### src/design/crc8fb_pkg.sv
// Shared constants, types and functions of the CRC-8 frame builder.
package crc8fb_pkg;

  // Width of the frame number as printed; the port itself is 16 bits wide.
  localparam int NumberWidth = 16;
  localparam int NumW = (NumberWidth < 16) ? NumberWidth : 16;
  // The digit register also holds the 8-bit CRC.
  localparam int ValW = (NumW > 8) ? NumW : 8;
  // Room for up to nine times the largest power of ten.
  localparam int CmpW = ValW + 4;

  // Number of decimal digits of the largest value of a w-bit number.
  function automatic int count_digits(int w);
    longint lim;
    longint p;
    int n;
    lim = (longint'(1) << w) - 1;
    p = 10;
    n = 1;
    for (int k = 0; k < 12; k++) begin
      if (lim >= p) begin
        n++;
      end
      p = p * 10;
    end
    return n;
  endfunction

  localparam int NumDigits = count_digits(NumW);
  localparam int MaxDigits = (NumDigits > 3) ? NumDigits : 3;
  localparam int PosW = $clog2(MaxDigits);

  // Threshold m * 10^k used when a digit is taken off the top of a value.
  function automatic longint digit_thr(int m, int k);
    longint p;
    p = m;
    for (int i = 0; i < 12; i++) begin
      if (i < k) begin
        p = p * 10;
      end
    end
    return p;
  endfunction

  localparam logic [7:0] ChNul  = 8'h00;
  localparam logic [7:0] ChSoh  = 8'h01;
  localparam logic [7:0] ChStx  = 8'h02;
  localparam logic [7:0] ChEtx  = 8'h03;
  localparam logic [7:0] ChZero = 8'h30;
  localparam logic [7:0] PolyLow = 8'h31;

  // One byte through the CRC-8, MSB first, no reflection.
  function automatic logic [7:0] crc_byte(logic [7:0] crc, logic [7:0] b);
    logic [7:0] c;
    c = crc ^ b;
    for (int k = 0; k < 8; k++) begin
      if (c[7]) begin
        c = {c[6:0], 1'b0} ^ PolyLow;
      end else begin
        c = {c[6:0], 1'b0};
      end
    end
    return c;
  endfunction

  localparam logic [7:0] CrcAfterSoh = crc_byte(8'h00, ChSoh);

  localparam int QueueDepth = 2;
  localparam int QPtrW = (QueueDepth > 1) ? $clog2(QueueDepth) : 1;
  localparam int QCntW = $clog2(QueueDepth + 1);

  // One classified message byte as it waits between front and back.
  typedef struct packed {
    logic            first;
    logic            last;
    logic [NumW-1:0] number;
    logic [7:0]      data;
  } cmd_t;

  typedef struct packed {
    logic             full;
    logic             empty;
    logic [QCntW-1:0] count;
  } q_status_t;

  typedef enum logic [2:0] {
    PhBegin,
    PhNum,
    PhStx,
    PhData,
    PhEtx,
    PhCrc,
    PhNul
  } phase_e;

endpackage

### src/design/crc8_frame_builder.sv
// Top level of the CRC-8 frame builder: front, command queue and back.
//
// The block wraps message bytes into frames. On the first byte of a frame
// it sends SOH, the frame number in decimal ASCII without leading zeros, and
// STX before the byte; later bytes pass through unchanged; after the byte
// marked last it sends ETX, the CRC-8 (polynomial 0x31, initial value zero,
// no reflection) in one to three decimal ASCII digits, and a NUL, which
// carries frame_end. The CRC covers SOH through the last message byte. The
// back end sends one output byte per cycle while a command waits and the
// sink takes bytes. A middle byte of a frame goes out alone; a first byte
// comes after SOH, the digits of its number and STX; and a last byte is
// followed by ETX, the CRC digits and NUL. A two-entry command queue lets
// the input keep taking bytes while the output sequencer is busy with a
// header or a trailer, and the output register holds a byte until its
// transfer without stopping the input side. After reset the block waits
// for the first byte of a frame.

module crc8_frame_builder (
  input  logic        clk_i,
  input  logic        rst_ni,
  input  logic        in_valid_i,
  output logic        in_ready_o,
  input  logic [15:0] frame_number_i,
  input  logic [7:0]  data_byte_i,
  input  logic        last_byte_i,
  output logic        out_valid_o,
  input  logic        out_ready_i,
  output logic [7:0]  out_byte_o,
  output logic        run_end_o,
  output logic        frame_end_o
);

  crc8fb_pkg::cmd_t      push_cmd;
  crc8fb_pkg::cmd_t      head_cmd;
  crc8fb_pkg::q_status_t q_status;
  logic                  push;
  logic                  pop;

  // The front classifies each byte: it is the first of a frame unless the
  // previous transfer was a byte without the last flag.
  crc8fb_front u_front (
    .clk_i          (clk_i),
    .rst_ni         (rst_ni),
    .in_valid_i     (in_valid_i),
    .in_ready_o     (in_ready_o),
    .frame_number_i (frame_number_i),
    .data_byte_i    (data_byte_i),
    .last_byte_i    (last_byte_i),
    .q_status_i     (q_status),
    .push_o         (push),
    .cmd_o          (push_cmd)
  );

  crc8fb_fifo u_fifo (
    .clk_i    (clk_i),
    .rst_ni   (rst_ni),
    .push_i   (push),
    .cmd_i    (push_cmd),
    .pop_i    (pop),
    .head_o   (head_cmd),
    .status_o (q_status)
  );

  // The back walks through the header, the byte and the trailer of the
  // command at the head of the queue and releases it with its final byte.
  crc8fb_back u_back (
    .clk_i       (clk_i),
    .rst_ni      (rst_ni),
    .head_i      (head_cmd),
    .q_status_i  (q_status),
    .pop_o       (pop),
    .out_valid_o (out_valid_o),
    .out_ready_i (out_ready_i),
    .out_byte_o  (out_byte_o),
    .run_end_o   (run_end_o),
    .frame_end_o (frame_end_o)
  );

  // A frame always ends on a NUL that also closes the run of its item.
  a_frame_end_nul : assert property (@(posedge clk_i) disable iff (!rst_ni)
    out_valid_o && frame_end_o |-> run_end_o && (out_byte_o == crc8fb_pkg::ChNul))
    else $error("frame_end without run_end on a NUL byte");

  // The queue never holds more commands than it has entries.
  a_queue_bound : assert property (@(posedge clk_i) disable iff (!rst_ni)
    q_status.count <= crc8fb_pkg::QCntW'(crc8fb_pkg::QueueDepth))
    else $error("command queue overfilled");

  // A transfer with the last flag makes the next input byte the first of a frame.
  a_last_opens_frame : assert property (@(posedge clk_i) disable iff (!rst_ni)
    in_valid_i && in_ready_o && last_byte_i |=> push_cmd.first)
    else $error("frame not reopened after last byte");

  // The back releases a command only while it sends a byte that ends a run.
  a_pop_on_run_end : assert property (@(posedge clk_i) disable iff (!rst_ni)
    pop |=> out_valid_o && run_end_o)
    else $error("command released without a run end");

endmodule

### src/design/crc8fb_front.sv
// Input side: accepts message bytes and marks the first byte of each frame.
module crc8fb_front (
  input  logic                   clk_i,
  input  logic                   rst_ni,
  input  logic                   in_valid_i,
  output logic                   in_ready_o,
  input  logic [15:0]            frame_number_i,
  input  logic [7:0]             data_byte_i,
  input  logic                   last_byte_i,
  input  crc8fb_pkg::q_status_t  q_status_i,
  output logic                   push_o,
  output crc8fb_pkg::cmd_t       cmd_o
);

  logic inside_q, inside_d;
  logic accept;

  assign in_ready_o = !q_status_i.full;
  assign accept     = in_valid_i && in_ready_o;
  assign push_o     = accept;

  always_comb begin
    cmd_o.first  = !inside_q;
    cmd_o.last   = last_byte_i;
    cmd_o.number = frame_number_i[crc8fb_pkg::NumW-1:0];
    cmd_o.data   = data_byte_i;
    inside_d     = inside_q;
    if (accept) begin
      inside_d = !last_byte_i;
    end
  end

  always_ff @(posedge clk_i or negedge rst_ni) begin
    if (!rst_ni) begin
      inside_q <= 1'b0;
    end else begin
      inside_q <= inside_d;
    end
  end

endmodule

### src/design/crc8fb_fifo.sv
// Short command queue between the front and the back of the frame builder.
module crc8fb_fifo (
  input  logic                  clk_i,
  input  logic                  rst_ni,
  input  logic                  push_i,
  input  crc8fb_pkg::cmd_t      cmd_i,
  input  logic                  pop_i,
  output crc8fb_pkg::cmd_t      head_o,
  output crc8fb_pkg::q_status_t status_o
);

  localparam logic [crc8fb_pkg::QPtrW-1:0] LastPtr =
    crc8fb_pkg::QPtrW'(crc8fb_pkg::QueueDepth - 1);

  crc8fb_pkg::cmd_t mem_q [crc8fb_pkg::QueueDepth];
  logic [crc8fb_pkg::QPtrW-1:0] wr_ptr_q, wr_ptr_d, rd_ptr_q, rd_ptr_d;
  logic [crc8fb_pkg::QCntW-1:0] count_q, count_d;
  logic do_push, do_pop;

  assign status_o.full  = (count_q == crc8fb_pkg::QCntW'(crc8fb_pkg::QueueDepth));
  assign status_o.empty = (count_q == '0);
  assign status_o.count = count_q;
  assign head_o         = mem_q[rd_ptr_q];

  assign do_push = push_i && !status_o.full;
  assign do_pop  = pop_i && !status_o.empty;

  always_comb begin
    wr_ptr_d = wr_ptr_q;
    rd_ptr_d = rd_ptr_q;
    count_d  = count_q;
    if (do_push) begin
      wr_ptr_d = (wr_ptr_q == LastPtr) ? '0 : wr_ptr_q + 1'b1;
    end
    if (do_pop) begin
      rd_ptr_d = (rd_ptr_q == LastPtr) ? '0 : rd_ptr_q + 1'b1;
    end
    if (do_push && !do_pop) begin
      count_d = count_q + 1'b1;
    end else if (do_pop && !do_push) begin
      count_d = count_q - 1'b1;
    end
  end

  always_ff @(posedge clk_i or negedge rst_ni) begin
    if (!rst_ni) begin
      wr_ptr_q <= '0;
      rd_ptr_q <= '0;
      count_q  <= '0;
    end else begin
      wr_ptr_q <= wr_ptr_d;
      rd_ptr_q <= rd_ptr_d;
      count_q  <= count_d;
    end
  end

  always_ff @(posedge clk_i) begin
    if (do_push) begin
      mem_q[wr_ptr_q] <= cmd_i;
    end
  end

endmodule

### src/design/crc8fb_back.sv
// Output side: sequences header, message and trailer bytes and keeps the CRC.
module crc8fb_back (
  input  logic                  clk_i,
  input  logic                  rst_ni,
  input  crc8fb_pkg::cmd_t      head_i,
  input  crc8fb_pkg::q_status_t q_status_i,
  output logic                  pop_o,
  output logic                  out_valid_o,
  input  logic                  out_ready_i,
  output logic [7:0]            out_byte_o,
  output logic                  run_end_o,
  output logic                  frame_end_o
);

  localparam int ValW = crc8fb_pkg::ValW;
  localparam int CmpW = crc8fb_pkg::CmpW;
  localparam int MaxDigits = crc8fb_pkg::MaxDigits;
  localparam int PosW = crc8fb_pkg::PosW;

  crc8fb_pkg::phase_e phase_q, phase_d;
  logic [7:0]      crc_q, crc_d;
  logic [ValW-1:0] val_q, val_d;
  logic [PosW-1:0] pos_q, pos_d;
  logic            out_valid_q, out_valid_d;
  logic [7:0]      out_byte_q, out_byte_d;
  logic            run_end_q, run_end_d;
  logic            frame_end_q, frame_end_d;

  logic [CmpW-1:0] thr [MaxDigits][9];
  logic [3:0]      dig;
  logic [ValW-1:0] rem;
  logic [7:0]      dig_char;
  logic [ValW-1:0] start_src;
  logic [PosW-1:0] start_pos;
  logic [7:0]      crc_in;
  logic [7:0]      crc_next;
  logic            adv, go, do_data;

  for (genvar k = 0; k < MaxDigits; k++) begin : g_pow
    for (genvar m = 1; m <= 9; m++) begin : g_mul
      assign thr[k][m-1] = CmpW'(crc8fb_pkg::digit_thr(m, k));
    end
  end

  // Top digit of the value at the current position and what is left below it.
  always_comb begin
    dig = '0;
    rem = val_q;
    for (int m = 1; m <= 9; m++) begin
      if ({4'b0000, val_q} >= thr[pos_q][m-1]) begin
        dig = 4'(m);
        rem = ValW'({4'b0000, val_q} - thr[pos_q][m-1]);
      end
    end
    dig_char = crc8fb_pkg::ChZero | {4'b0000, dig};
  end

  // Position of the leading digit, so that no leading zeros are printed.
  always_comb begin
    start_src = (phase_q == crc8fb_pkg::PhBegin) ? ValW'(head_i.number) : ValW'(crc_q);
    start_pos = '0;
    for (int k = 1; k < MaxDigits; k++) begin
      if ({4'b0000, start_src} >= thr[k][0]) begin
        start_pos = PosW'(k);
      end
    end
  end

  assign adv = !out_valid_q || out_ready_i;
  assign go  = adv && !q_status_i.empty;

  always_comb begin
    phase_d     = phase_q;
    crc_d       = crc_q;
    val_d       = val_q;
    pos_d       = pos_q;
    out_valid_d = out_valid_q && !out_ready_i;
    out_byte_d  = out_byte_q;
    run_end_d   = run_end_q;
    frame_end_d = frame_end_q;
    pop_o       = 1'b0;
    do_data     = 1'b0;
    crc_in      = head_i.data;
    case (phase_q)
      crc8fb_pkg::PhNum: crc_in = dig_char;
      crc8fb_pkg::PhStx: crc_in = crc8fb_pkg::ChStx;
      default:           crc_in = head_i.data;
    endcase
    crc_next = crc8fb_pkg::crc_byte(crc_q, crc_in);
    if (go) begin
      out_valid_d = 1'b1;
      run_end_d   = 1'b0;
      frame_end_d = 1'b0;
      case (phase_q)
        crc8fb_pkg::PhBegin: begin
          if (head_i.first) begin
            out_byte_d = crc8fb_pkg::ChSoh;
            crc_d      = crc8fb_pkg::CrcAfterSoh;
            val_d      = ValW'(head_i.number);
            pos_d      = start_pos;
            phase_d    = crc8fb_pkg::PhNum;
          end else begin
            do_data = 1'b1;
          end
        end
        crc8fb_pkg::PhNum: begin
          out_byte_d = dig_char;
          crc_d      = crc_next;
          val_d      = rem;
          if (pos_q == '0) begin
            phase_d = crc8fb_pkg::PhStx;
          end else begin
            pos_d = pos_q - 1'b1;
          end
        end
        crc8fb_pkg::PhStx: begin
          out_byte_d = crc8fb_pkg::ChStx;
          crc_d      = crc_next;
          phase_d    = crc8fb_pkg::PhData;
        end
        crc8fb_pkg::PhData: begin
          do_data = 1'b1;
        end
        crc8fb_pkg::PhEtx: begin
          out_byte_d = crc8fb_pkg::ChEtx;
          val_d      = ValW'(crc_q);
          pos_d      = start_pos;
          phase_d    = crc8fb_pkg::PhCrc;
        end
        crc8fb_pkg::PhCrc: begin
          out_byte_d = dig_char;
          val_d      = rem;
          if (pos_q == '0) begin
            phase_d = crc8fb_pkg::PhNul;
          end else begin
            pos_d = pos_q - 1'b1;
          end
        end
        crc8fb_pkg::PhNul: begin
          out_byte_d  = crc8fb_pkg::ChNul;
          run_end_d   = 1'b1;
          frame_end_d = 1'b1;
          crc_d       = '0;
          pop_o       = 1'b1;
          phase_d     = crc8fb_pkg::PhBegin;
        end
        default: begin
          phase_d = crc8fb_pkg::PhBegin;
        end
      endcase
      if (do_data) begin
        out_byte_d = head_i.data;
        crc_d      = crc_next;
        if (head_i.last) begin
          phase_d = crc8fb_pkg::PhEtx;
        end else begin
          run_end_d = 1'b1;
          pop_o     = 1'b1;
          phase_d   = crc8fb_pkg::PhBegin;
        end
      end
    end
  end

  always_ff @(posedge clk_i or negedge rst_ni) begin
    if (!rst_ni) begin
      phase_q     <= crc8fb_pkg::PhBegin;
      out_valid_q <= 1'b0;
      crc_q       <= '0;
    end else begin
      phase_q     <= phase_d;
      out_valid_q <= out_valid_d;
      crc_q       <= crc_d;
    end
  end

  always_ff @(posedge clk_i) begin
    val_q       <= val_d;
    pos_q       <= pos_d;
    out_byte_q  <= out_byte_d;
    run_end_q   <= run_end_d;
    frame_end_q <= frame_end_d;
  end

  assign out_valid_o = out_valid_q;
  assign out_byte_o  = out_byte_q;
  assign run_end_o   = run_end_q;
  assign frame_end_o = frame_end_q;

endmodule

### config.mk
export PLATFORM = sky130hd
export DESIGN_NAME = crc8_frame_builder
export DESIGN_NICKNAME = d
export VERILOG_FILES = /design/src/design/crc8fb_pkg.sv /design/src/design/crc8_frame_builder.sv /design/src/design/crc8fb_front.sv /design/src/design/crc8fb_fifo.sv /design/src/design/crc8fb_back.sv
export SDC_FILE = /design/constraint.sdc
export NUM_CORES = 1
export LEC_CHECK = 0
export ABC_AREA = 1
export BUFFER_PORTS_ARGS = -buffer_cell sky130_fd_sc_hd__buf_2
export CORE_MARGIN = 5
export CORE_UTILIZATION = 35
export CTS_CLUSTER_SIZE = 30
export DETAILED_ROUTE_END_ITERATION = 8
export PLACE_DENSITY_LB_ADDON = 0.2
export SLEW_MARGIN = 25
export SYNTH_ARGS = -nofsm -noshare
export SYNTH_HDL_FRONTEND = slang
export SYNTH_SLANG_ARGS = --single-unit
### constraint.sdc
create_clock -name clk_i -period 11.03 [get_ports clk_i]
set_clock_uncertainty 0.2 [all_clocks]
set_input_delay 2.206 -clock clk_i [delete_from_list [all_inputs] [get_ports clk_i]]
set_output_delay 2.206 -clock clk_i [all_outputs]
set_load 0.02 [all_outputs]
=== After elaboration in Yosys (flattened, before gate mapping) ===
Memory sizes are Yosys's and may differ from the RTL's.
Cells that the tools add are included.

* Muxes and demuxes: 65
* Bitwise gates (word level): 10
* Magnitude comparators: 14
* $add $sub $neg: 14
* Equality and inequality tests: 14
* Div/mod/pow operators: 0
* Multiply operators: 0
* Shift operators: 0
* Reductions and logical operators: 30

{| class="wikitable"
|+ Operator list
! cell !! number
|-
| 2-to-1 mux 180 bit || 2
|-
| >= comparator 16 x 20 -> 1 bit || 9
|-
| 2-to-1 mux 16 bit || 11
|-
| subtractor 16 bit || 9
|-
| 2-to-1 mux 6 bit || 8
|-
| one-hot mux 16 bit (3 select lines) || 1
|-
| one-hot mux 8 bit (5 select lines) || 1
|-
| 2-to-1 mux 4 bit || 8
|-
| 2-to-1 mux 8 bit || 4
|-
| 2-to-1 mux 3 bit || 8
|-
| NOT 3 bit || 8
|-
| one-hot mux 8 bit (3 select lines) || 1
|-
| one-hot mux 3 bit (6 select lines) || 1
|-
| >= comparator 16 x 10 -> 1 bit (second input constant) || 1
|-
| >= comparator 16 x 14 -> 1 bit (second input constant) || 1
|-
| >= comparator 16 x 4 -> 1 bit (second input constant) || 1
|-
| >= comparator 16 x 7 -> 1 bit (second input constant) || 1
|-
| one-hot mux 8 bit (2 select lines) || 1
|-
| 2-to-1 mux 1 bit || 13
|-
| inequality test 10 x 1 -> 1 bit (second input constant) || 1
|-
| == test 3 bit (second input constant) || 3
|-
| one-hot mux 3 bit (3 select lines) || 1
|-
| logical NOT 1 bit || 8
|-
| 2-to-1 mux 2 bit || 4
|-
| other kinds (27) || 41
|}

* Input bits: 29
* ROM bits: 1440
* Memory bits (writable): 52
* Latch bits: 0
* Logic and storage cells: 161
* Output and inout bits: 12
* Register bits after elaboration: 46
* Memories kept: 2

{| class="wikitable"
|+ Memories
! name !! words !! width !! read ports !! clocked after memory_dff !! wr ports !! line !! RTL
|-
| (no name shown) || 8 || 180 || 1 || 0 || 0 || crc8fb_back.sv:52 || <nowiki>rem = ValW'({4'b0000, val_q} - thr[pos_q][m-1]);</nowiki>
|-
| u_fifo.mem_q || 2 || 26 || 1 || 0 || 1 || crc8fb_fifo.sv:15 || <nowiki>crc8fb_pkg::cmd_t mem_q [crc8fb_pkg::QueueDepth];</nowiki>
|}

=== Logic depth before layout (Yosys ltp) ===
Gate-level depths: netlist (run 1).

* Word-level depth: 34
* Depth in mapped cells: 41
* Mapped depth without buffers: 40

=== Hierarchy ===
From an unflattened synthesis (run 1), not the netlist that was laid out.

* Cells, all modules: 1791
* Area, all modules: 11696.2 um^2

{| class="wikitable"
|+ Modules (own cells, without submodules)
! module !! instances !! cells an instance !! sequential area each (um^2) !! area an instance (um^2)
|-
| crc8fb_back || 1 || 1590 || 1171.1 || 9311.4
|-
| crc8fb_fifo || 1 || 167 || 1661.6 || 2138.3
|-
| crc8fb_front || 1 || 34 || 25.0 || 246.5
|}

=== Worst setup path before layout (run 1) ===
No wires, ideal clock.

* Path kind: reg2reg
* Start point: register u_back.pos_q[2]
* End point: register u_back.val_q[15], data pin
* Path buffers: 3
* Required time: 10.578 ns
* Period minus slack after synthesis: 5.417 ns
* Library setup time: 0.252 ns
* Slack: 5.613 ns
* Arrival: 4.965 ns
* Stages on the path, launching flop included: 36
* Cells stage by stage: edfxtp_1 -> buf_2 -> inv_2 -> clkbuf_1 -> nand2_1 -> ha_1 -> buf_2 -> inv_1 -> o21ai_0 -> nor2_1 -> nand2_1 -> nand2_1 -> nand3_1 -> nor2_2 -> inv_1 -> nor2_1 -> nand2_1 -> o21ai_0 -> inv_1 -> ha_1 -> inv_1 -> nor3_1 -> nand3_1 -> nand3_1 -> a21boi_0 -> o21ai_0 -> xor2_1 -> nand2_1 -> nand3_1 -> nand3_1 -> nand2_1 -> nand2_1 -> nand2_1 -> nand2_1 -> nand2_1 -> nand2_1

* Word-level cells in the longest chain between the ends: 15
* Elaborated cells between the ends (all ways): 31
* Those cells by class: 9 x add/sub; 8 x order compare; 12 x mux; 1 x bitwise; 1 x memory

{| class="wikitable"
|+ Ends and longest elaborated chain
! what !! line !! RTL
|-
| start: declaration || crc8fb_back.sv:23 || <nowiki>logic [PosW-1:0] pos_q, pos_d;</nowiki>
|-
| start signal: assignment || crc8fb_back.sv:179 || <nowiki>pos_q <= pos_d;</nowiki>
|-
| NOT 3 -> 4 bit (not written as such) (*) || crc8fb_back.sv:50, crc8fb_back.sv:52 ||
|-
| memory (8 x 180 bit) (*) || n/a ||
|-
| 2-to-1 mux 180 bit (not written as such) (*) (2 in series) || crc8fb_back.sv:52 ||
|-
| subtractor 16 bit || crc8fb_back.sv:52 ||
|-
| 2-to-1 mux 16 bit (8 in series) || crc8fb_back.sv:50 || <nowiki>if ({4'b0000, val_q} >= thr[pos_q][m-1]) begin</nowiki>
|-
| 2-to-1 mux 16 bit (*) || crc8fb_back.sv:50 ||
|-
| one-hot mux 16 bit (3 select lines) (*) || crc8fb_back.sv:94 || <nowiki>case (phase_q)</nowiki>
|-
| end signal: assignment || crc8fb_back.sv:178 || <nowiki>val_q <= val_d;</nowiki>
|-
| end: declaration || crc8fb_back.sv:22 || <nowiki>logic [ValW-1:0] val_q, val_d;</nowiki>
|}

Every way passes the cells marked *; elsewhere a longest branch is shown, timed or not. The select of a mux whose other input is x is not followed.
A chain may end at the register's enable or synchronous reset.

=== Worst setup path after layout (run 1) ===
* Start point: register u_back.pos_q[2]
* End point: register u_back.val_q[12], data pin

The elaborated chain is that of the path after synthesis.

==> impl_results.md, run 1 <==
* Total GRT Usage at 22.8%
* Post-Syn Nets at 1,738
* Warnings, synthesis at 0
* Clock root buffer: clkbuf_16
* Final hold violation count at 0
* Largest net degree at the start of global routing at 28
* Post-Syn Area at 0.0109 mm2
* Post-synthesis simple-gate area fraction at between 20% and 30%
* Multiplexer area fraction after synthesis at 0.366%
* Vias in the first global route at about 11,000
* Worst r2r path cells at 28
* DRT iter0 DRCs at roughly 1,200
* Max-slew violation count at 0
* Fin crit share at 60.9%
* Antenna-violating nets left at 0
* Worst min path class: flop to flop
* Kind of critical path: flop to flop
* Post-route setup TNS at 0 ns
* CTS sink count at about 100
* Final setup viols at 0
* Post-CTS Hold Buffers at 0
* GR Overflow Total at 0
* Crit path max fanout at 27
* Synth unique cells at 53
* Largest family of logic cells by synthesized area: simple AND/OR/NAND/NOR gates
* CTS Buffer Depth at 2
* Worst EP required at between 10 and 15 ns
* Latest clock arrival within the worst-skew pair at 0.35 ns
* DP Area at 0.0116 mm2
* Detailed Place HPWL at about 34,000 um
* Max cap viols at 0
* Syn-to-layout area delta at 8.47%
* Number of synthesized register bits at 98
* Placeable Area at 0.0307 mm2
* Inserted Clock Buffers at 9
* Fmax achieved at 149 MHz
* Initial antenna violation count at 0
* Worst Setup Start Kind: flop
* Syn Inst Count at 1,606
* Htree depth at 3
* Design Area, Final at 0.0119 mm2
* I/O pins at 41
* First-pass GRT wire length at between 60,000 and 70,000 um
* Run status: finished, final reports clean
* Most numerous cell on the critical path: nand2_1
* PortBufs at 40
* Via count at roughly 11,000
* Worst-path clk slew at about 0.08 ns
* RSZ-0062 raised after global routing: false
* Post-synthesis sequential area ratio at 26.2%
* Dominant synthesized flop cell: edfxtp_1
* ANT cells at 0
* Routability Congestion at 1.02
* Fillers at 3,290
* DRT Pass-1 Iters at 5
* Minimum clock period at 6.72 ns
* Vias/cell at 5.53
* Slew headroom at 33.3%
* FFs w/ async S/R, synth at 17.3%
* Die height at around 190 um
* CP max stage delay at 0.62 ns
* Crit path capture type: flop
* DRC viols at 0
* Hold slack at 0.297 ns
* Worst hold stages at 2
* # Post-CTS Setup Buffers at 0
* Slew @ Worst Pin at about 1.0 ns
* DIE WIDTH at between 150 and 200 um
* CP Data Arrival Time at 6.63 ns
* Post-CTS Resized at 0
* CTS tree: built
* Mean area per synthesized cell at roughly 6.8 um2
* Number of synthesized flops with an enable pin at 81
* Initial Util at 35.6%
* DIE AREA at around 0.035 mm2
* Crit path max-delay cell type: nand2_1
* Layout Nets at 1,765
* Adder-cell area share of the yosys netlist at around an eighth
* Wirelength per Cell at 20.4 um
* Cell Rows at 64
* Total wire length at 41,400 um
* Post-synthesis xor/xnor area fraction at 6.48%
* Synth Area in Compound Gates at 17.4%
* Share of layout cells above drive strength 1 at 7.39%
-- flip-flops by register name (all words and copies together), names as in the netlist --
| name | cells |
|---|---|
| u_back.crc_q | 8 |
| u_back.frame_end_o | 1 |
| u_back.out_byte_o | 8 |
| u_back.out_valid_o | 1 |
| u_back.phase_q | 3 |
| u_back.pos_q | 3 |
| u_back.run_end_o | 1 |
| u_back.val_q | 16 |
| u_fifo.count_q | 2 |
| u_fifo.mem_q | 52 |
| u_fifo.rd_ptr_q | 1 |
| u_fifo.wr_ptr_q | 1 |
| u_front.inside_q | 1 |
-- placed cells by master, fill, tap and decap left out, types with 5 or more instances in the layout --
master	instances
nor3_1	30
inv_2	17
buf_4	15
or2_2	13
inv_1	201
dfrtp_1	17
xnor2_1	12
nand2_1	433
a31oi_1	14
fa_1	6
o21bai_1	5
nand3_1	99
edfxtp_1	81
nor2_2	5
nor2_1	108
a21o_1	5
a21boi_0	5
o21ai_0	116
o2111ai_1	6
o211ai_1	22
xor2_1	62
o21ai_1	6
clkbuf_16	9
a21oi_1	127
o221ai_1	8
nand4_1	25
nand2_2	7
ha_1	97
buf_2	40
-- cell usage after synthesis, types with 6 or more instances --
| master | count | area [um2] |
|---|---|---|
| a21oi_1 | 127 | 636 |
| a31oi_1 | 14 | 87.6 |
| buf_2 | 22 | 110 |
| clkbuf_1 | 14 | 52.6 |
| dfrtp_1 | 17 | 425 |
| edfxtp_1 | 81 | 2430 |
| fa_1 | 6 | 120 |
| ha_1 | 97 | 1210 |
| inv_1 | 201 | 754 |
| inv_2 | 17 | 63.8 |
| nand2_1 | 433 | 1630 |
| nand2_2 | 7 | 43.8 |
| nand3_1 | 99 | 495 |
| nand4_1 | 25 | 156 |
| nor2_1 | 110 | 413 |
| nor3_1 | 30 | 150 |
| o2111ai_1 | 6 | 52.6 |
| o211ai_1 | 22 | 165 |
| o21ai_0 | 116 | 581 |
| o21ai_1 | 6 | 30.0 |
| o221ai_1 | 8 | 70.1 |
| or2_2 | 13 | 81.3 |
| xnor2_1 | 12 | 105 |
| xor2_1 | 62 | 543 |
-- cell families (layout without fill, tap and decap cells) --
kind of cell | Yosys count | in the layout
compound gates | 335 | 335
xor+xnor | 77 | 77
fa+ha+maj | 103 | 103
buf+inv | 258 | 290
flops | 98 | 98
mux | 4 | 4
simple gates | 731 | 731
-- metal layers --
layer / vias up / part of all wire, % / global-route usage, %
met5: - / 0 / 0
met4: 0 / 3.4 / 7.26
met3: 76 / 6.3 / 2.37
met2: 424 / 47 / 38.0
met1: 5285 / 44 / 31.3
li1: 5457 / - / -
-- cell type report --
| type | count | area [um2] | share of cell area, % |
|---|---|---|---|
| clock buffers | 9 | 225 | 1.90 |
| clock inverters | 7 | 61.3 | 0.517 |
| inverters | 219 | 825 | 6.96 |
| multi-input cells | 1250 | 7070 | 59.7 |
| flip-flops and latches | 98 | 2860 | 24.1 |
| well taps | 396 | 495 | 4.18 |
| repair buffers | 55 | 313 | 2.64 |
-- critical path, delay by kind of cell (launching register included) --
family                     cells  cell delay, ns
and+or+nand+nor               12            2.17
DFF                            1            0.36
buffers and inverters          5            1.09
AOI/OAI and AO/OA              9            1.71
adders and majority gates      2            0.92
-- final timing paths --
path                               startpoint            endpoint  slack, ns
max in group asynchronous              rst_ni     u_back.crc_q[7]       8.71
min                        u_back.out_valid_o  u_back.out_valid_o       0.30
min reg2reg                u_back.out_valid_o  u_back.out_valid_o       0.30
max                           u_back.pos_q[2]    u_back.val_q[12]       4.31
min in group asynchronous              rst_ni   u_back.phase_q[0]       1.60
max reg2reg                   u_back.pos_q[2]    u_back.val_q[12]       4.31
-- stage by stage --
| step | setup WS, ns | utilization [%] | std cells |
|---|---|---|---|
| after floorplan | 5.61 | - | 1606 |
| after global placement | 4.48 | 37.7 | 2018 |
| after detailed placement | 4.49 | 37.7 | 2018 |
| after CTS | 4.45 | 38.6 | 2034 |
| after global routing | 3.89 | 38.6 | 2034 |
| final | 4.31 | 38.6 | 2034 |
Power of run 1 is left out: the tool's default activity adds up to more than one toggle a clock period on the data nets, which glitch-free logic cannot reach.
==> run 2, diff against run 1 <==
--- a/config.mk
+++ b/config.mk
@@ -5,7 +5,7 @@
 export SDC_FILE = /design/constraint.sdc
 export NUM_CORES = 1
 export LEC_CHECK = 0
-export ABC_AREA = 1
+export ABC_AREA = 0
 export BUFFER_PORTS_ARGS = -buffer_cell sky130_fd_sc_hd__buf_2
 export CORE_MARGIN = 5
 export CORE_UTILIZATION = 35
==> constraint.sdc (replaced) <==
create_clock -name clk_i -period 5.4 [get_ports clk_i]
set_clock_uncertainty 0.2 [all_clocks]
set_input_delay 1.08 -clock clk_i [delete_from_list [all_inputs] [get_ports clk_i]]
set_output_delay 1.08 -clock clk_i [all_outputs]
set_load 0.02 [all_outputs]
==> run 2 against run 1 <==
  * Critical path depth shrank 13
  * Final area rose by 8.8%
  * Synthesized area down 1.1%
  * Clock-buffer cell count is 3 higher
  * Worst hold slack got worse by 0.0071 ns
  * Utilization up 3.6 points
  * Largest cell class unchanged
==> impl_results.md, run 2 <==
* Kind of critical path: flop to flop
* Inserted Clock Buffers at 9 (unchanged)
* CTS Buffer Depth at 2 (unchanged)
* Max cap viols at 0 (unchanged)
* Initial Util at 35.4% (-0.19 points)
* Biggest regs: u_fifo.mem_q: 52 flops, u_back.val_q: 16 flops
* Dominant synthesized flop cell: edfxtp_1
* Crit path capture type: flop
* Register-to-register setup slack at 0.18 ns (-4.13 ns)
* Multiplexer area fraction after synthesis at 2.87% (+2.5 points)
* Vias in the first global route at 10,500 (-2.3%)
* Mean area per synthesized cell at 8.58 um2 (+26%)
* Design Area, Final at 0.0129 mm2 (+8.8%)
* Syn-to-layout area delta at 19.2%
* Most frequent cells in the layout: 162 x buf_4, 104 x nand2_1, 102 x nor2_1
* Synth Area in Compound Gates at 28.8% (+11 points)
* Area leader, netlist: edfxtp_1
* Htree depth at 3 (unchanged)
* Fmax achieved at 192 MHz (+29%)
* Crit path max fanout at 11 (-59%)
* Syn Inst Count at 1,260 (-22%)
* Most flops, register: u_fifo.mem_q
* Fin crit share at 96.7% (+36 points)
* Post-synthesis simple-gate area fraction at 17.2% (-11 points)
* Slew @ Worst Pin at 1.18 ns (+0.183 ns)
* GR Overflow Total at 0 (unchanged)
* I/O pins at 41 (unchanged)
* Via count at 11,000 (-1.8%)
* Final setup viols at 0 (unchanged)
* Max reg flops at 52 (unchanged)
* Fillers at 3,047 (-7.4%)
* Sequential standard cell area at 0.00286 mm2 (unchanged)
* Multi-input gate area at 0.00761 mm2 (+7.6%)
* Yosys top cell area share at 22.5% (+0.24 points)
* Clock root buffer: clkbuf_16
* Worst Setup Start Kind: flop
* CTS sink count at 98 (unchanged)
* Final hold violation count at 0 (unchanged)
* Adder-cell area share of the yosys netlist at 12.3% (+0.13 points)
* Post-route setup TNS at 0 ns (unchanged)
* DRT iter0 DRCs at 1,266 (+8.1%)
* Most common cell after layout, fill and taps aside: buf_4
* Routability Congestion at 0.969 (-4.6%)
* Top post-synthesis cells by area: edfxtp_1 23%, ha_1 11%, o21ai_0 4.9%
* Warnings, synthesis at 0 (unchanged)
* DRC viols at 0 (unchanged)
* Post-synthesis sequential area ratio at 26.4% (+0.28 points)
* DIE AREA at 0.0345 mm2 (-1.0%)
* Worst min path class: flop to flop
* Post-Syn Area at 0.0108 mm2 (-1.1%)
* Worst EP required at 5.44 ns (-5.50 ns)
* Total wire length at 43,500 um (+4.9%)
* Worst-path clk slew at 0.07 ns (about the same)
* Layout Nets at 1,545 (-12%)
* DIE WIDTH at 186 um (-0.51%)
* Run status: finished, final reports clean
* FFs w/ async S/R, synth at 17.3% (unchanged)
* Placeable Area at 0.0305 mm2 (-0.52%)
* Wirelength per Cell at 24.0 um (+18%)
* Post-synthesis xor/xnor area fraction at 7.54% (+1.1 points)
* First-pass GRT wire length at 64,800 um (+2.2%)
* CTS tree: built
* Die height at 186 um (-0.51%)
* Max-slew violation count at 0 (unchanged)
* Vias/cell at 6.09 (+10%)
* Cell Rows at 64 (unchanged)
* Synth unique cells at 104 (+96%)
* Share of layout cells above drive strength 1 at 21.3% (+14 points)
* Post-Syn Nets at 1,392 (-20%)
* Largest family of logic cells by synthesized area: compound AO/OA/AOI/OAI gates
* Detailed Place HPWL at 35,100 um (+4.1%)
* Number of synthesized register bits at 98 (unchanged)
* Largest net degree at the start of global routing at 27 (-3.6%)
* Latest clock arrival within the worst-skew pair at 0.36 ns (about the same)
* DP Area at 0.0124 mm2 (+7.0%)
* CP Data Arrival Time at 5.26 ns (-1.37 ns)
* PortBufs at 40 (unchanged)
* Fin util at 42.2% (+3.6 points)
* Slew headroom at 21.4% (-12 points)
* DRT Pass-1 Iters at 5 (unchanged)
* Initial antenna violation count at 1 (+1)
* Post-synth top cells: 105 x nor2_1, 105 x o21ai_0, 104 x nand2_1
* Post-CTS Hold Buffers at 0 (unchanged)
* Minimum clock period at 5.22 ns (-1.50 ns)
* ANT cells at 0 (unchanged)
* Hold slack at 0.290 ns (-0.00712 ns)
* RSZ-0062 raised after global routing: true
* Total GRT Usage at 24.8% (+2.0 points)
* Antenna-violating nets left at 0 (unchanged)
* Number of synthesized flops with an enable pin at 81 (unchanged)
## run 2: cell types whose count changed after synthesis, sizes merged, moves of 13 or more
| cell | previous run | this run |
|---|---|---|
| a211oi | 3 | 19 |
| a21o | 5 | 32 |
| a21oi | 128 | 98 |
| clkbuf | 14 | 42 |
| inv | 219 | 49 |
| mux2i | 4 | 25 |
| nand2 | 442 | 106 |
| nand2b | 0 | 13 |
| nand3 | 100 | 22 |
| nand4 | 26 | 12 |
| o21a | 4 | 27 |
| or3 | 0 | 15 |
| xnor2 | 12 | 49 |
| xor2 | 65 | 36 |
## run 2: kinds of logic after synthesis
group,Yosys count
compound gates,453
xor+xnor,88
fa+ha+maj,103
buf+inv,112
simple gates,376
flops,98
mux,30
## run 2: final timing paths
kind / start / endpoint / cells past startpoint
max in group asynchronous: rst_ni / u_back.crc_q[5] / 1
hold / removal: u_front.inside_q / u_front.inside_q / 2
hold reg to reg: u_front.inside_q / u_front.inside_q / 2
min in group asynchronous: rst_ni / u_fifo.count_q[0] / 1
setup / recovery: u_back.pos_q[0] / u_back.crc_q[4] / 15
setup reg to reg: u_back.pos_q[0] / u_back.crc_q[4] / 15
## run 2: metal layers
layer | part of all wire [%] | track usage, % | vias to the layer above
li1 | - | - | 5090
met1 | 44 | 34.5 | 5329
met2 | 45 | 39.6 | 512
met3 | 7.0 | 2.44 | 111
met4 | 4.5 | 10.2 | 2
met5 | 0.030 | 0 | -
## run 2: cell type report
class	instances	area share, %
multi-input cells	1050	59.0
inverters	51	1.49
flip-flops and latches	98	22.2
clock inverters	4	0.243
clock buffers	12	2.08
repair buffers	203	11.1
well taps	396	3.84
## run 2: worst max-delay path: stages, from the launching register on
cell and delay, ns:
edfxtp_1 0.46, ha_1 0.18, nor2b_2 0.16, inv_2 0.07
buf_4 0.16, buf_4 0.13, ha_1 0.60, nand4_1 0.12
or3_1 0.39, o311a_1 0.35, a21oi_4 0.22, nand2_1 0.30
a311oi_1 0.74, a31oi_1 0.25, xnor3_1 0.43, a221o_1 0.33
## run 2: repair_timing
item                                    4_1_cts  5_1_grt
resized for setup                            11       37
endpoints found under the setup margin        9       12
pin swaps                                     2       18
cloned                                        0        0
buffers inserted                              1        5
## run 2: stage by stage
step | std cells | setup WS [ns]
3_5_place_dp | 1792 | -0.396
6_report | 1814 | 0.180
2_1_floorplan | 1260 | 0.0760
4_1_cts | 1809 | 0.00859
5_1_grt | 1814 | -0.0340
3_3_place_gp | 1792 | -0.268
Power of run 2 is left out for the same reason.
==> run 3, diff against run 2 <==
--- a/config.mk
+++ b/config.mk
@@ -7,6 +7,7 @@
 export LEC_CHECK = 0
 export ABC_AREA = 0
 export BUFFER_PORTS_ARGS = -buffer_cell sky130_fd_sc_hd__buf_2
+export CORE_ASPECT_RATIO = 1.25
 export CORE_MARGIN = 5
 export CORE_UTILIZATION = 35
 export CTS_CLUSTER_SIZE = 30
@@ -15,4 +16,5 @@
 export SLEW_MARGIN = 25
 export SYNTH_ARGS = -nofsm -noshare
 export SYNTH_HDL_FRONTEND = slang
+export SYNTH_HIERARCHICAL = 1
 export SYNTH_SLANG_ARGS = --single-unit
==> run 3 against run 2 <==
  * Worst hold slack better by 0.024 ns
  * Global-route usage up 0.34 points
  * Critical path type unchanged
  * Highest routed layer is now met4
  * Largest cell class unchanged
  * Cell count rose by 1.4%
==> impl_results.md, run 3 <==
* Most frequent cells in the layout: 124 x nor2_1, 115 x nand2_1, 109 x a21oi_1
* Hold slack at 0.313 ns (+0.0236 ns)
* Latest clock arrival within the worst-skew pair at 0.35 ns (about the same)
* Yosys top cell area share at 21.0% (-1.5 points)
* Biggest regs: u_fifo/mem_q: 52 flops, u_back/val_q: 16 flops
* DRT iter0 DRCs at 1,092 (-14%)
* RSZ-0062 raised after global routing: false
* Multi-input gate area at 0.00796 mm2 (+4.6%)
* Most numerous cell in the Yosys netlist: nor2_1
* # Post-CTS Setup Buffers at 0 (-1)
* Routability Congestion at 1.01 (+4.0%)
* Fillers at 3,424 (+12%)
* Dominant synthesized flop cell: edfxtp_1
* DRT Pass-1 Iters at 5 (unchanged)
* Cell Rows at 74 (+16%)
* Largest net degree at the start of global routing at 32 (+19%)
* Crit path capture type: flop
* Worst EP required at 5.31 ns (-0.13 ns)
* Initial Util at 35.5% (+0.043 points)
* Max reg flops at 52 (unchanged)
* Post-synthesis sequential area ratio at 24.6% (-1.8 points)
* Worst Setup Start Kind: flop
* FFs w/ async S/R, synth at 17.3% (unchanged)
* Minimum clock period at 5.13 ns (-0.0889 ns)
* Share of layout cells above drive strength 1 at 13.8% (-7.5 points)
* Top post-synthesis cells by area: edfxtp_1 21%, ha_1 8.1%, a21oi_1 4.7%
* Most common cell after layout, fill and taps aside: nor2_1
* Number of synthesized flops with an enable pin at 81 (unchanged)
* Total wire length at 48,100 um (+11%)
* Detailed Place HPWL at 37,700 um (+7.4%)
* PortBufs at 40 (unchanged)
* Initial antenna violation count at 0 (-1)
* Placeable Area at 0.0327 mm2 (+7.1%)
* Max cap viols at 0 (unchanged)
* Worst min path class: flop to flop
* Post-route setup TNS at 0 ns (unchanged)
* Warnings, synthesis at 6 (+6)
* Syn Inst Count at 1,402 (+11%)
* Most flops, register: u_fifo/mem_q
* Final setup viols at 0 (unchanged)
* Max-slew violation count at 0 (unchanged)
* I/O pins at 41 (unchanged)
* DRC viols at 0 (unchanged)
* CTS Buffer Depth at 2 (unchanged)
* Kind of critical path: flop to flop
* CP Data Arrival Time at 5.04 ns (-0.22 ns)
* Post-Syn Area at 0.0116 mm2 (+7.3%)
* DIE AREA at 0.0369 mm2 (+6.9%)
* Wirelength per Cell at 26.1 um (+9.1%)
* Post-Place Cells at 1,823 (+1.7%)
* Slew headroom at 25.3% (+3.8 points)
* Slew @ Worst Pin at 1.11 ns (-0.0642 ns)
* Finished Layout Cells at 1,839 (+1.4%)
* CTS tree: built
* Area leader, netlist: edfxtp_1
* Post-synth top cells: 125 x nor2_1, 115 x nand2_1, 109 x a21oi_1
* Die height at 213 um (+15%)
* Mean area per synthesized cell at 8.27 um2 (-3.6%)
* Fin crit share at 95.0% (-1.6 points)
* Total GRT Usage at 25.1% (+0.34 points)
* Worst-path clk slew at 0.07 ns (about the same)
* First-pass GRT wire length at 71,000 um (+9.6%)
* Post-Syn Nets at 1,512 (+8.6%)
* Vias in the first global route at 11,200 (+6.7%)
* Sequential standard cell area at 0.00286 mm2 (unchanged)
* Antenna-violating nets left at 0 (unchanged)
* Run status: finished, final reports clean
* Htree depth at 3 (unchanged)
* Crit path max fanout at 11 (unchanged)
* Inserted Clock Buffers at 9 (unchanged)
* Number of synthesized register bits at 98 (unchanged)
* Layout Nets at 1,526 (-1.2%)
* Final hold violation count at 0 (unchanged)
* GR Overflow Total at 0 (unchanged)
* CTS sink count at 98 (unchanged)
* ANT cells at 0 (unchanged)
* Syn-to-layout area delta at 8.60%
* Vias/cell at 6.23 (+2.3%)
* DIE WIDTH at 173 um (-7.0%)
* Synth unique cells at 102 (-1.9%)
* Via count at 11,500 (+3.7%)
* Fmax achieved at 195 MHz (+1.7%)
* Clock root buffer: clkbuf_16
[run 3: cell types whose count changed after synthesis, sizes merged, moves of 14 or more]
cell	before	now
clkbuf	42	57
nor2	106	127
mux2	5	27
nand3	22	36
buf	19	51
ha	97	75
[run 3: final timing paths]
| kind | from | depth (start not counted) | slack [ns] | end |
|---|---|---|---|---|
| worst min register to register | u_fifo/wr_ptr_q | 1 | 0.31 | u_fifo/wr_ptr_q |
| min in group asynchronous | rst_ni | 1 | 0.48 | u_back/crc_q[5] |
| max in group asynchronous | rst_ni | 1 | 4.19 | u_fifo/rd_ptr_q |
| worst max register to register | u_back/pos_q[1] | 18 | 0.27 | u_back/val_q[8] |
| worst max-delay path | u_back/pos_q[1] | 18 | 0.27 | u_back/val_q[8] |
| worst min-delay path | u_fifo/wr_ptr_q | 1 | 0.31 | u_fifo/wr_ptr_q |
[run 3: kinds of logic (layout without fill, tap and decap cells)]
family,Yosys count,after routing,share of synthesized area (%)
compound gates,485,485,28.4
xor+xnor,98,98,7.72
fa+ha+maj,89,89,9.82
buf+inv,162,181,6.81
flops,98,98,24.6
mux,40,40,4.36
simple gates,430,430,18.2
[run 3: repair_timing]
action | 4_1_cts | 5_1_grt
setup endpoints to repair | 0 | 2
resized for setup | 0 | 2
hold buffers | 0 | 0
[run 3: final cells by class]
class	count	area share, %
clock buffers	13	2.15
clock inverters	3	0.368
inverters	54	1.61
multi-input cells	1142	63.2
flip-flops and latches	98	22.7
well taps	418	4.15
repair buffers	111	5.82
[run 3: metal layers]
metal	part of all wire (%)	GRT usage (%)	wire length (um)	vias up
li1	-	-	-	5259
met5	0	0	0	-
met2	49	44.6	23500	521
met3	5.2	2.31	2510	146
met4	6.6	14.8	3160	0
met1	39	29.9	18900	5530
[run 3: through the flow]
| step | utilization [%] | setup slack [ns] | area (um2) |
|---|---|---|---|
| floorplan | - | 0.804 | 11600 |
| global placement | 37.5 | 0.402 | 12300 |
| detailed placement | 37.5 | 0.315 | 12300 |
| CTS | 38.5 | 0.269 | 12600 |
| global route | 38.5 | 0.0475 | 12600 |
| finish | 38.5 | 0.269 | 12600 |
[run 3: critical path, cell delays in order, from the launching register on]
cell	delay [ns]
edfxtp_1	0.35
buf_4	0.23
ha_1	0.19
nand2_1	0.36
buf_4	0.31
ha_1	0.39
nand3_1	0.11
nor4_1	0.51
buf_4	0.22
a31oi_1	0.17
o21ai_0	0.29
a21oi_1	0.17
buf_4	0.22
nand2_1	0.08
buf_4	0.17
o22ai_1	0.10
a211oi_1	0.29
o21ai_0	0.27
a22o_1	0.24
Power of run 3 is left out for the same reason.
